**src/rtl/dpst_pkg.sv**
```systemverilog
// Shared types, widths, register codes and reset values for the DOA peak source tracker.
// Used by the top level and by the port checker.
package dpst_pkg;

   localparam int BIN_W      = 6;
   localparam int SRC_W      = 16;
   localparam int LMIN_W     = 16;
   localparam int ANGLE_W    = 6;
   localparam int CMIN_W     = 4;
   localparam int HOLD_W     = 4;
   localparam int CSR_IDX_W  = 3;
   localparam int CSR_DATA_W = 16;

   localparam int DEF_NUM_BINS    = 37;
   localparam int DEF_HISTORY_LEN = 10;
   localparam int DEF_LIK_WIDTH   = 16;

   localparam logic [CSR_IDX_W-1:0] CSR_LIK_MIN    = 3'd0;
   localparam logic [CSR_IDX_W-1:0] CSR_NEW_SRC    = 3'd1;
   localparam logic [CSR_IDX_W-1:0] CSR_MAX_ANGLE  = 3'd2;
   localparam logic [CSR_IDX_W-1:0] CSR_CONSIST    = 3'd3;
   localparam logic [CSR_IDX_W-1:0] CSR_HOLD       = 3'd4;

   localparam logic [LMIN_W-1:0]  RST_LIK_MIN   = 16'd32768;
   localparam logic [LMIN_W-1:0]  RST_NEW_SRC   = 16'd39322;
   localparam logic [ANGLE_W-1:0] RST_MAX_ANGLE = 6'd4;
   localparam logic [CMIN_W-1:0]  RST_CONSIST   = 4'd6;
   localparam logic [HOLD_W-1:0]  RST_HOLD      = 4'd10;

   typedef struct packed {
      logic             valid;
      logic [BIN_W-1:0] bin;
   } peak_type;

endpackage

```
**src/rtl/doa_peak_source_tracker_top.sv**
```systemverilog
// DOA peak source tracker: per-frame peak search, history match walk and track hold logic.
// Depends on dpst_pkg.
//
//   channel | direction | handshake             | word
//   req_    | in        | req_valid/req_ready   | likelihood, last_bin
//   rsp_    | out       | rsp_valid/rsp_ready   | track, id, current and assigned bins
//   csr_    | in        | csr_valid/csr_ready   | register index, write data
//
// A bin that does not end the frame is accepted, then takes one pass of the compare unit.
// The final bin also walks the history when the frame has a peak (one compare per history
// entry), then decides once the previous result is no longer waiting on rsp_ready.
// Synchronous reset clears all track state and the history; csr_ready is always high.
module doa_peak_source_tracker_top
   import dpst_pkg::*;
#(
   parameter int NUM_BINS    = DEF_NUM_BINS,
   parameter int HISTORY_LEN = DEF_HISTORY_LEN,
   parameter int LIK_WIDTH   = DEF_LIK_WIDTH
) (
   input  logic                  clock,
   input  logic                  reset,
   input  logic                  req_valid,
   output logic                  req_ready,
   input  logic [LIK_WIDTH-1:0]  req_likelihood,
   input  logic                  req_last_bin,
   output logic                  rsp_valid,
   input  logic                  rsp_ready,
   output logic                  rsp_track_active,
   output logic [SRC_W-1:0]      rsp_source_id,
   output logic                  rsp_current_valid,
   output logic [BIN_W-1:0]      rsp_current_bin,
   output logic                  rsp_assigned_valid,
   output logic [BIN_W-1:0]      rsp_assigned_bin,
   input  logic                  csr_valid,
   output logic                  csr_ready,
   input  logic [CSR_IDX_W-1:0]  csr_index,
   input  logic [CSR_DATA_W-1:0] csr_wdata
);

   localparam int CNT_W   = $clog2(NUM_BINS + 1);
   localparam int IDX_W   = (HISTORY_LEN > 1) ? $clog2(HISTORY_LEN) : 1;
   localparam int MATCH_W = $clog2(HISTORY_LEN + 1);
   localparam int CMP_W   = (LIK_WIDTH > LMIN_W) ? LIK_WIDTH : LMIN_W;

   localparam logic [1:0] S_IDLE   = 2'd0;
   localparam logic [1:0] S_BIN    = 2'd1;
   localparam logic [1:0] S_WALK   = 2'd2;
   localparam logic [1:0] S_DECIDE = 2'd3;

   logic [1:0]           state_ff, state_in;
   logic [LIK_WIDTH-1:0] lik_ff, lik_in;
   logic                 last_ff, last_in;

   logic [LMIN_W-1:0]    lik_min_ff, lik_min_in;
   logic [LMIN_W-1:0]    new_src_ff, new_src_in;
   logic [ANGLE_W-1:0]   max_angle_ff, max_angle_in;
   logic [CMIN_W-1:0]    consist_ff, consist_in;
   logic [HOLD_W-1:0]    hold_frames_ff, hold_frames_in;

   logic [CNT_W-1:0]     cnt_ff, cnt_in;
   logic [LIK_WIDTH-1:0] max_ff, max_in;
   logic [BIN_W-1:0]     max_bin_ff, max_bin_in;
   logic                 found_ff, found_in;

   peak_type             hist_ff [HISTORY_LEN];
   peak_type             hist_in [HISTORY_LEN];
   peak_type             prev_ff, prev_in;
   peak_type             asg_ff, asg_in;
   logic [IDX_W-1:0]     walk_idx_ff, walk_idx_in;
   logic [MATCH_W-1:0]   matches_ff, matches_in;
   logic [HOLD_W-1:0]    hold_ff, hold_in;
   logic [SRC_W-1:0]     src_ff, src_in;
   logic                 trk_ff, trk_in;

   logic                 rsp_valid_ff, rsp_valid_in;
   logic                 rsp_trk_ff, rsp_trk_in;
   logic [SRC_W-1:0]     rsp_src_ff, rsp_src_in;
   peak_type             rsp_cur_ff, rsp_cur_in;
   peak_type             rsp_asg_ff, rsp_asg_in;

   logic [CMP_W-1:0]     cmp_a, cmp_b;
   logic                 cmp_gt;
   peak_type             hsel;
   logic [BIN_W-1:0]     bin_gap;

   assign req_ready = (state_ff == S_IDLE);
   assign csr_ready = 1'b1;

   assign hsel    = hist_ff[walk_idx_ff];
   assign bin_gap = (hsel.bin > max_bin_ff) ? (hsel.bin - max_bin_ff) : (max_bin_ff - hsel.bin);

   always_comb begin
      unique case (state_ff)
         S_BIN: begin
            cmp_a = CMP_W'(lik_ff);
            cmp_b = found_ff ? CMP_W'(max_ff) : CMP_W'(lik_min_ff);
         end
         S_WALK: begin
            cmp_a = CMP_W'(bin_gap);
            cmp_b = CMP_W'(max_angle_ff);
         end
         default: begin
            cmp_a = CMP_W'(max_ff);
            cmp_b = CMP_W'(new_src_ff);
         end
      endcase
      cmp_gt = (cmp_a > cmp_b);
   end

   always_comb begin
      logic consistent;
      consistent     = 1'b0;
      state_in       = state_ff;
      lik_in         = lik_ff;
      last_in        = last_ff;
      lik_min_in     = lik_min_ff;
      new_src_in     = new_src_ff;
      max_angle_in   = max_angle_ff;
      consist_in     = consist_ff;
      hold_frames_in = hold_frames_ff;
      cnt_in         = cnt_ff;
      max_in         = max_ff;
      max_bin_in     = max_bin_ff;
      found_in       = found_ff;
      hist_in        = hist_ff;
      prev_in        = prev_ff;
      asg_in         = asg_ff;
      walk_idx_in    = walk_idx_ff;
      matches_in     = matches_ff;
      hold_in        = hold_ff;
      src_in         = src_ff;
      trk_in         = trk_ff;
      rsp_valid_in   = rsp_valid_ff & ~rsp_ready;
      rsp_trk_in     = rsp_trk_ff;
      rsp_src_in     = rsp_src_ff;
      rsp_cur_in     = rsp_cur_ff;
      rsp_asg_in     = rsp_asg_ff;

      if (csr_valid) begin
         unique case (csr_index)
            CSR_LIK_MIN:   lik_min_in     = csr_wdata;
            CSR_NEW_SRC:   new_src_in     = csr_wdata;
            CSR_MAX_ANGLE: max_angle_in   = csr_wdata[ANGLE_W-1:0];
            CSR_CONSIST:   consist_in     = csr_wdata[CMIN_W-1:0];
            CSR_HOLD:      hold_frames_in = csr_wdata[HOLD_W-1:0];
            default: ;
         endcase
      end

      unique case (state_ff)
         S_IDLE: begin
            if (req_valid) begin
               lik_in   = req_likelihood;
               last_in  = req_last_bin;
               state_in = S_BIN;
            end
         end
         S_BIN: begin
            if (cnt_ff < CNT_W'(NUM_BINS)) begin
               if (cmp_gt) begin
                  max_in     = lik_ff;
                  max_bin_in = BIN_W'(cnt_ff);
                  found_in   = 1'b1;
               end
               cnt_in = cnt_ff + 1'b1;
            end
            if (last_ff) begin
               for (int i = 0; i < HISTORY_LEN - 1; i++) begin
                  hist_in[i] = hist_ff[i+1];
               end
               hist_in[HISTORY_LEN-1] = prev_ff;
               prev_in.valid = found_in;
               prev_in.bin   = max_bin_in;
               walk_idx_in   = '0;
               matches_in    = '0;
               state_in      = found_in ? S_WALK : S_DECIDE;
            end else begin
               state_in = S_IDLE;
            end
         end
         S_WALK: begin
            if (hsel.valid && !cmp_gt) begin
               matches_in = matches_ff + 1'b1;
            end
            if (walk_idx_ff == IDX_W'(HISTORY_LEN - 1)) begin
               state_in = S_DECIDE;
            end else begin
               walk_idx_in = walk_idx_ff + 1'b1;
            end
         end
         default: begin
            if (!rsp_valid_ff || rsp_ready) begin
               consistent = found_ff && (32'(matches_ff) >= 32'(consist_ff));
               if (consistent) begin
                  if (hold_ff == '0) begin
                     if (cmp_gt) begin
                        src_in  = src_ff + 1'b1;
                        hold_in = hold_frames_ff;
                        trk_in  = 1'b1;
                     end
                  end else begin
                     hold_in = hold_frames_ff;
                  end
               end else if (hold_ff != '0) begin
                  hold_in = hold_ff - 1'b1;
                  if (hold_ff == HOLD_W'(1)) begin
                     trk_in = 1'b0;
                  end
               end
               asg_in = '0;
               if (hold_in != '0) begin
                  if (consistent) begin
                     asg_in.valid = 1'b1;
                     asg_in.bin   = max_bin_ff;
                  end else if (trk_in) begin
                     asg_in = asg_ff;
                  end
               end
               rsp_valid_in     = 1'b1;
               rsp_trk_in       = trk_in;
               rsp_src_in       = src_in;
               rsp_cur_in.valid = found_ff;
               rsp_cur_in.bin   = max_bin_ff;
               rsp_asg_in       = asg_in;
               cnt_in           = '0;
               max_in           = '0;
               max_bin_in       = '0;
               found_in         = 1'b0;
               state_in         = S_IDLE;
            end
         end
      endcase
   end

   always_ff @(posedge clock) begin
      lik_ff      <= lik_in;
      last_ff     <= last_in;
      walk_idx_ff <= walk_idx_in;
      matches_ff  <= matches_in;
      rsp_trk_ff  <= rsp_trk_in;
      rsp_src_ff  <= rsp_src_in;
      rsp_cur_ff  <= rsp_cur_in;
      rsp_asg_ff  <= rsp_asg_in;
      if (reset) begin
         state_ff       <= S_IDLE;
         lik_min_ff     <= RST_LIK_MIN;
         new_src_ff     <= RST_NEW_SRC;
         max_angle_ff   <= RST_MAX_ANGLE;
         consist_ff     <= RST_CONSIST;
         hold_frames_ff <= RST_HOLD;
         cnt_ff         <= '0;
         max_ff         <= '0;
         max_bin_ff     <= '0;
         found_ff       <= 1'b0;
         for (int i = 0; i < HISTORY_LEN; i++) begin
            hist_ff[i] <= '0;
         end
         prev_ff        <= '0;
         asg_ff         <= '0;
         hold_ff        <= '0;
         src_ff         <= '0;
         trk_ff         <= 1'b0;
         rsp_valid_ff   <= 1'b0;
      end else begin
         state_ff       <= state_in;
         lik_min_ff     <= lik_min_in;
         new_src_ff     <= new_src_in;
         max_angle_ff   <= max_angle_in;
         consist_ff     <= consist_in;
         hold_frames_ff <= hold_frames_in;
         cnt_ff         <= cnt_in;
         max_ff         <= max_in;
         max_bin_ff     <= max_bin_in;
         found_ff       <= found_in;
         hist_ff        <= hist_in;
         prev_ff        <= prev_in;
         asg_ff         <= asg_in;
         hold_ff        <= hold_in;
         src_ff         <= src_in;
         trk_ff         <= trk_in;
         rsp_valid_ff   <= rsp_valid_in;
      end
   end

   assign rsp_valid          = rsp_valid_ff;
   assign rsp_track_active   = rsp_trk_ff;
   assign rsp_source_id      = rsp_src_ff;
   assign rsp_current_valid  = rsp_cur_ff.valid;
   assign rsp_current_bin    = rsp_cur_ff.valid ? rsp_cur_ff.bin : '0;
   assign rsp_assigned_valid = rsp_asg_ff.valid;
   assign rsp_assigned_bin   = rsp_asg_ff.valid ? rsp_asg_ff.bin : '0;

endmodule

```
**config.mk**
```make
export PLATFORM = sky130hd
export DESIGN_NAME = doa_peak_source_tracker_top
export DESIGN_NICKNAME = d
export VERILOG_FILES = /design/src/rtl/dpst_pkg.sv /design/src/rtl/doa_peak_source_tracker_top.sv
export SDC_FILE = /design/constraint.sdc
export NUM_CORES = 1
export LEC_CHECK = 0
export BUFFER_PORTS_ARGS = -buffer_cell sky130_fd_sc_hd__buf_4
export CAP_MARGIN = 25
export CORE_AREA = 2 2 173 175
export CTS_CLUSTER_DIAMETER = 30
export DETAILED_ROUTE_END_ITERATION = 8
export DIE_AREA = 0 0 175 177
export SKIP_LAST_GASP = 1
export SYNTH_ARGS = -nofsm -noshare
export SYNTH_HDL_FRONTEND = slang
export SYNTH_SLANG_ARGS = --single-unit
```
**constraint.sdc**
```tcl
create_clock -name clock -period 6.46 [get_ports clock]
set_input_delay 1.292 -clock clock [delete_from_list [all_inputs] [get_ports clock]]
set_output_delay 1.292 -clock clock [all_outputs]
set_load 0.05 [all_outputs]
```
==> flow_results.org <==
** Run status
- Outcome :: complete, no violations

** Place
- Final weighted congestion in routability-driven placement :: 0.858
- Final HPWL DP :: 18.3 mm
- In this run the tool buffered the top-level ports with 73 buffer cells.

** Drt
- Total iterations of the first detailed-routing run :: 5
- DRC viols :: 0
- In this run the remaining antenna-violating nets after routing total 0.
- After the first detailed-routing iteration, the DRC count stood at roughly 670.
- The routed layout has ~9.5k vias.
- Met3 wire len :: 1.43 mm
- WL final :: 27.8 mm
- The routed design uses 13.3 mm of met2 wire.
- Top metal layer carrying routed signals :: met4
- DRT met1 WL :: 12.5 mm
- Drt via density :: 5.15
- Average routed wire per standard cell :: 15.1 um

** STA
- Worst-margin pin slew :: 970 ps
- RSZ-0062 raised after global routing :: true
- The number of hold violations in the final report was 0.
- Setup skew after layout :: ~21 ps
- # setup viols final :: 0
- Relative slew margins :: 35.2%
- The worst path uses 98.7% of the clock period.
- Based on the critical path, the design can be clocked at up to about 160 MHz.
- Subtracting the final worst setup slack from the clock period gives ~6400 ps.
- The final number of max-transition violations is 0.

** Setup path
- Walking the worst path, the cells encountered are buf_6, mux4_2, a22oi_1, o22a_1, inv_1, fa_2, a21o_1, a21o_1, a211oi_2, nor2_2, mux2_2, a221o_1, a211oi_2, nor3_1, a211o_1, ha_1, nand4_1, or4_4, or3_4, a211oi_2, o2bb2ai_2, or4b_4, and4_4, a311o_1.
- STA classifies the critical path startpoint as a flip-flop.
- Crit path largest cell delay :: 580 ps
- The worst setup path is captured at a flip-flop.
- Worst endpoint required time :: just under 7000 ps
- The worst setup path is of the flip-flop to flip-flop kind.
- Most used cell along the critical path :: a211oi_2
- Slowest cell on the critical path :: or4b_4
- Data arrives at the worst endpoint at just under 7000 ps.
- CP max FO :: 4

** GRT
- The initial antenna violation count was 0.
- Entering global routing, the biggest net connects 84 pins.
- The number of global-route vias before repair is roughly 9.2k.
- GR Overflow Total :: 0
- Wire length of the first global-routing pass :: 45.7 mm
- Global routing consumed, over all layers together, around 18% of the routing resources.

** CTS
- Counting along the longest clock path gives a buffer depth of 3.
- Hold buffer count at CTS :: 0
- Counting the buffers created by CTS gives 56.
- H-tree Lvls :: 2
- Clock network latency to the later pin of the worst-skew pair :: 560 ps
- TritonCTS clock tree :: built
- Clock-pin slew was measured on the worst setup and hold paths at 50 ps.
- Clock sink total :: 239
- Buffer type at the clock tree root :: clkbuf_16

** Power
- Switching component of the power :: around 0.0016 W
- Sequential share of power :: ~30%
- Total power of the final layout :: 0.00556 W
- Power density relative to cell area :: 379 nW/um2
- Comb pwr share :: 17.9%
- Peak supply drop :: about 0.22 mV
- The internal power of the cells totals 0.00393 W.
- For this design the static power due to leakage is 5.44 nW.
- Switching share of total power :: between 20% and 30%
- The share of total power dissipated in the clock network is roughly 52%.

** Cells and area
- Once layout is complete, the utilization of the core stands at between 50% and 60%.
- Relative to the synthesized area, the layout overhead comes to 28.3%.
- Commonest cells after routing, fill and taps aside :: nand2_1 (285), dfxtp_1 (183), a21oi_1 (162)
- Leaving out fill and tap cells, the most frequent cell in the layout is nand2_1.
- The post-route netlist has ~20% of its cells at a drive strength greater than 1.
- Fin nets :: 1492
- Ant diodes :: 0
- Fill cells in the final layout number 2732.

** Synthesis
- Counting every instance in the synthesized netlist gives roughly 1.3k.
- Among all flip-flop cells after synthesis, the most frequent one is dfxtp_1.
- Async S/R FF share, synth :: 0%
- Post-synthesis adder-cell area fraction :: between 5 and 6%
- The number of nets handed over by synthesis was 1392.
- Post-synth design cell area :: ~11000 um2
- After Yosys synthesis, XOR and XNOR cells account for 2.60% of the synthesized area.
- In this run the biggest area consumer among cell types represents 32.0% of the synthesized area.
- Share of synthesized cell area in and, or, nand and nor gates :: 19.7%
- Avg Inst Size Synth :: 8.77 um2
- By area, the combinational part of the netlist is dominated by simple AND/OR/NAND/NOR gates.
- The synthesized netlist devotes 14.1% of its cell area to compound gates.
- The synthesized design contains 239 register bits.
- Of all cell types, the one taking the most synthesized area is dfxtp_1.
- Yosys mapped the design onto 65 distinct sky130hd cell types.
- Count of yosys warnings during synthesis :: 0
- The share of the Yosys chip area taken by registers is 46.7%.
- Number of enable-type register cells in the synthesized netlist :: 56
- Synth top area cells :: dfxtp_1 (32%), edfxtp_1 (15%), nand2_1 (9.4%)
- Multiplexer share of the synthesized area :: 7.28%

** Die
- Number of I/O pins :: 75
- The die covers between 30000 and 40000 um2.
- The die is 175 um wide.
- The initial utilization of the core area, before any placement, comes to slightly below 40%.
- Row generation in the floorplan step produced 63 rows.
- From bottom edge to top edge, the die measures 177 um.
- The region available for standard cell placement spans 29200 um2.

** Min path
- Tightest Hold Check Type :: flip-flop to flip-flop

** Flow run
- Across the run, the number of max-cap violations was 0.
Yosys cell counts (9+ instances only):
library cell / n
nand3_1: 37
a21oi_1: 163
a211oi_1: 9
or3_1: 10
edfxtp_1: 56
nor2_1: 82
nand2_1: 286
a22oi_1: 14
nor3_1: 11
nand4_1: 20
xor2_1: 10
dfxtp_1: 183
o21ai_0: 35
mux2_2: 24
buf_1: 10
mux4_2: 9
mux2i_1: 36
ha_1: 44
nor2b_1: 17
clkbuf_1: 70
xnor2_1: 24
and2_1: 22
inv_1: 44
kinds of logic after synthesis:
kind of cell	Yosys count
flip-flops	239
AND/OR/NAND/NOR	511
XOR/XNOR	34
other	1
multiplexers	69
buffers and inverters	130
AO/OA/AOI/OAI	275
adder cells (fa/ha/maj)	46
what timing repair did:
action / CTS / global route
gates resized for setup: 10 / 11
setup endpoints to repair: 16 / 38
pin swaps: 13 / 6
buffers inserted: 3 / 6
layout make-up:
| type | instances | area [um2] | area share (%) |
|---|---|---|---|
| multi-input combinational | 936 | 5710 | 38.9 |
| sequential | 239 | 5350 | 36.4 |
| clock buffer | 68 | 1540 | 10.5 |
| timing repair buffer | 126 | 990 | 6.74 |
| tap | 390 | 488 | 3.32 |
| clock inverter | 38 | 439 | 2.99 |
| inverter | 46 | 173 | 1.18 |
worst paths after layout:
path                                startpoint                         end  slack (ps)  cells after the start
hold / removal      new_src_ff[9]$_SDFFE_PP0P_  new_src_ff[9]$_SDFFE_PP0P_         450                      2
hold reg to reg     new_src_ff[9]$_SDFFE_PP0P_  new_src_ff[9]$_SDFFE_PP0P_         450                      2
setup / recovery  walk_idx_ff[0]$_SDFFCE_PN0P_      asg_ff[6]$_SDFFE_PP0P_          80                     24
setup reg to reg  walk_idx_ff[0]$_SDFFCE_PN0P_      asg_ff[6]$_SDFFE_PP0P_          80                     24
power by group through the flow:
| stage | clock, W | combinational (W) | sequential, W |
|---|---|---|---|
| after detailed placement | 0 | 0.000959 | 0.00170 |
| after floorplan | 0 | 0.000683 | 0.00169 |
| after global routing | 0.00302 | 0.00111 | 0.00168 |
| after global placement | 0 | 0.000951 | 0.00170 |
| after CTS | 0.00294 | 0.000984 | 0.00167 |
| final | 0.00289 | 0.000995 | 0.00167 |
state kept, by name (all words and copies together), names as in the netlist, 7 cells and up:
register       count
hist_ff           70
max_ff            16
prev_ff            7
lik_min_ff        16
new_src_ff        16
src_ff            16
rsp_source_id     16
asg_ff             7
lik_ff            16
metrics by stage:
step / hold WS, ps / cells / area, um2 / setup TNS, ps / worst slack, ps
4_1_cts: 448 / 1837 / 14600 / 0 / 10.4
6_report: 446 / 1843 / 14700 / 0 / 82.1
5_1_grt: 464 / 1843 / 14700 / -2790 / -209
2_1_floorplan: 429 / 1305 / 11500 / 0 / 21.3
3_3_place_gp: 439 / 1727 / 12500 / -370 / -57.2
3_5_place_dp: 445 / 1728 / 12500 / -1300 / -162
worst max-delay path, delay by kind of cell, from the launching register on:
kind | cells | cell delay, ps
AO/OA/AOI/OAI | 11 | 2330
adder cells (fa/ha/maj) | 2 | 660
buffers and inverters | 2 | 210
flip-flops | 1 | 440
multiplexers | 2 | 770
AND/OR/NAND/NOR | 7 | 1880
metal layers:
| layer | global-route usage, % | up-vias |
|---|---|---|
| li1 | - | 4737 |
| met1 | 23.0 | 4473 |
| met2 | 30.1 | 227 |
| met3 | 3.65 | 47 |
| met4 | 5.90 | 0 |
| met5 | 0 | - |
(Power assumes the default switching activity.)
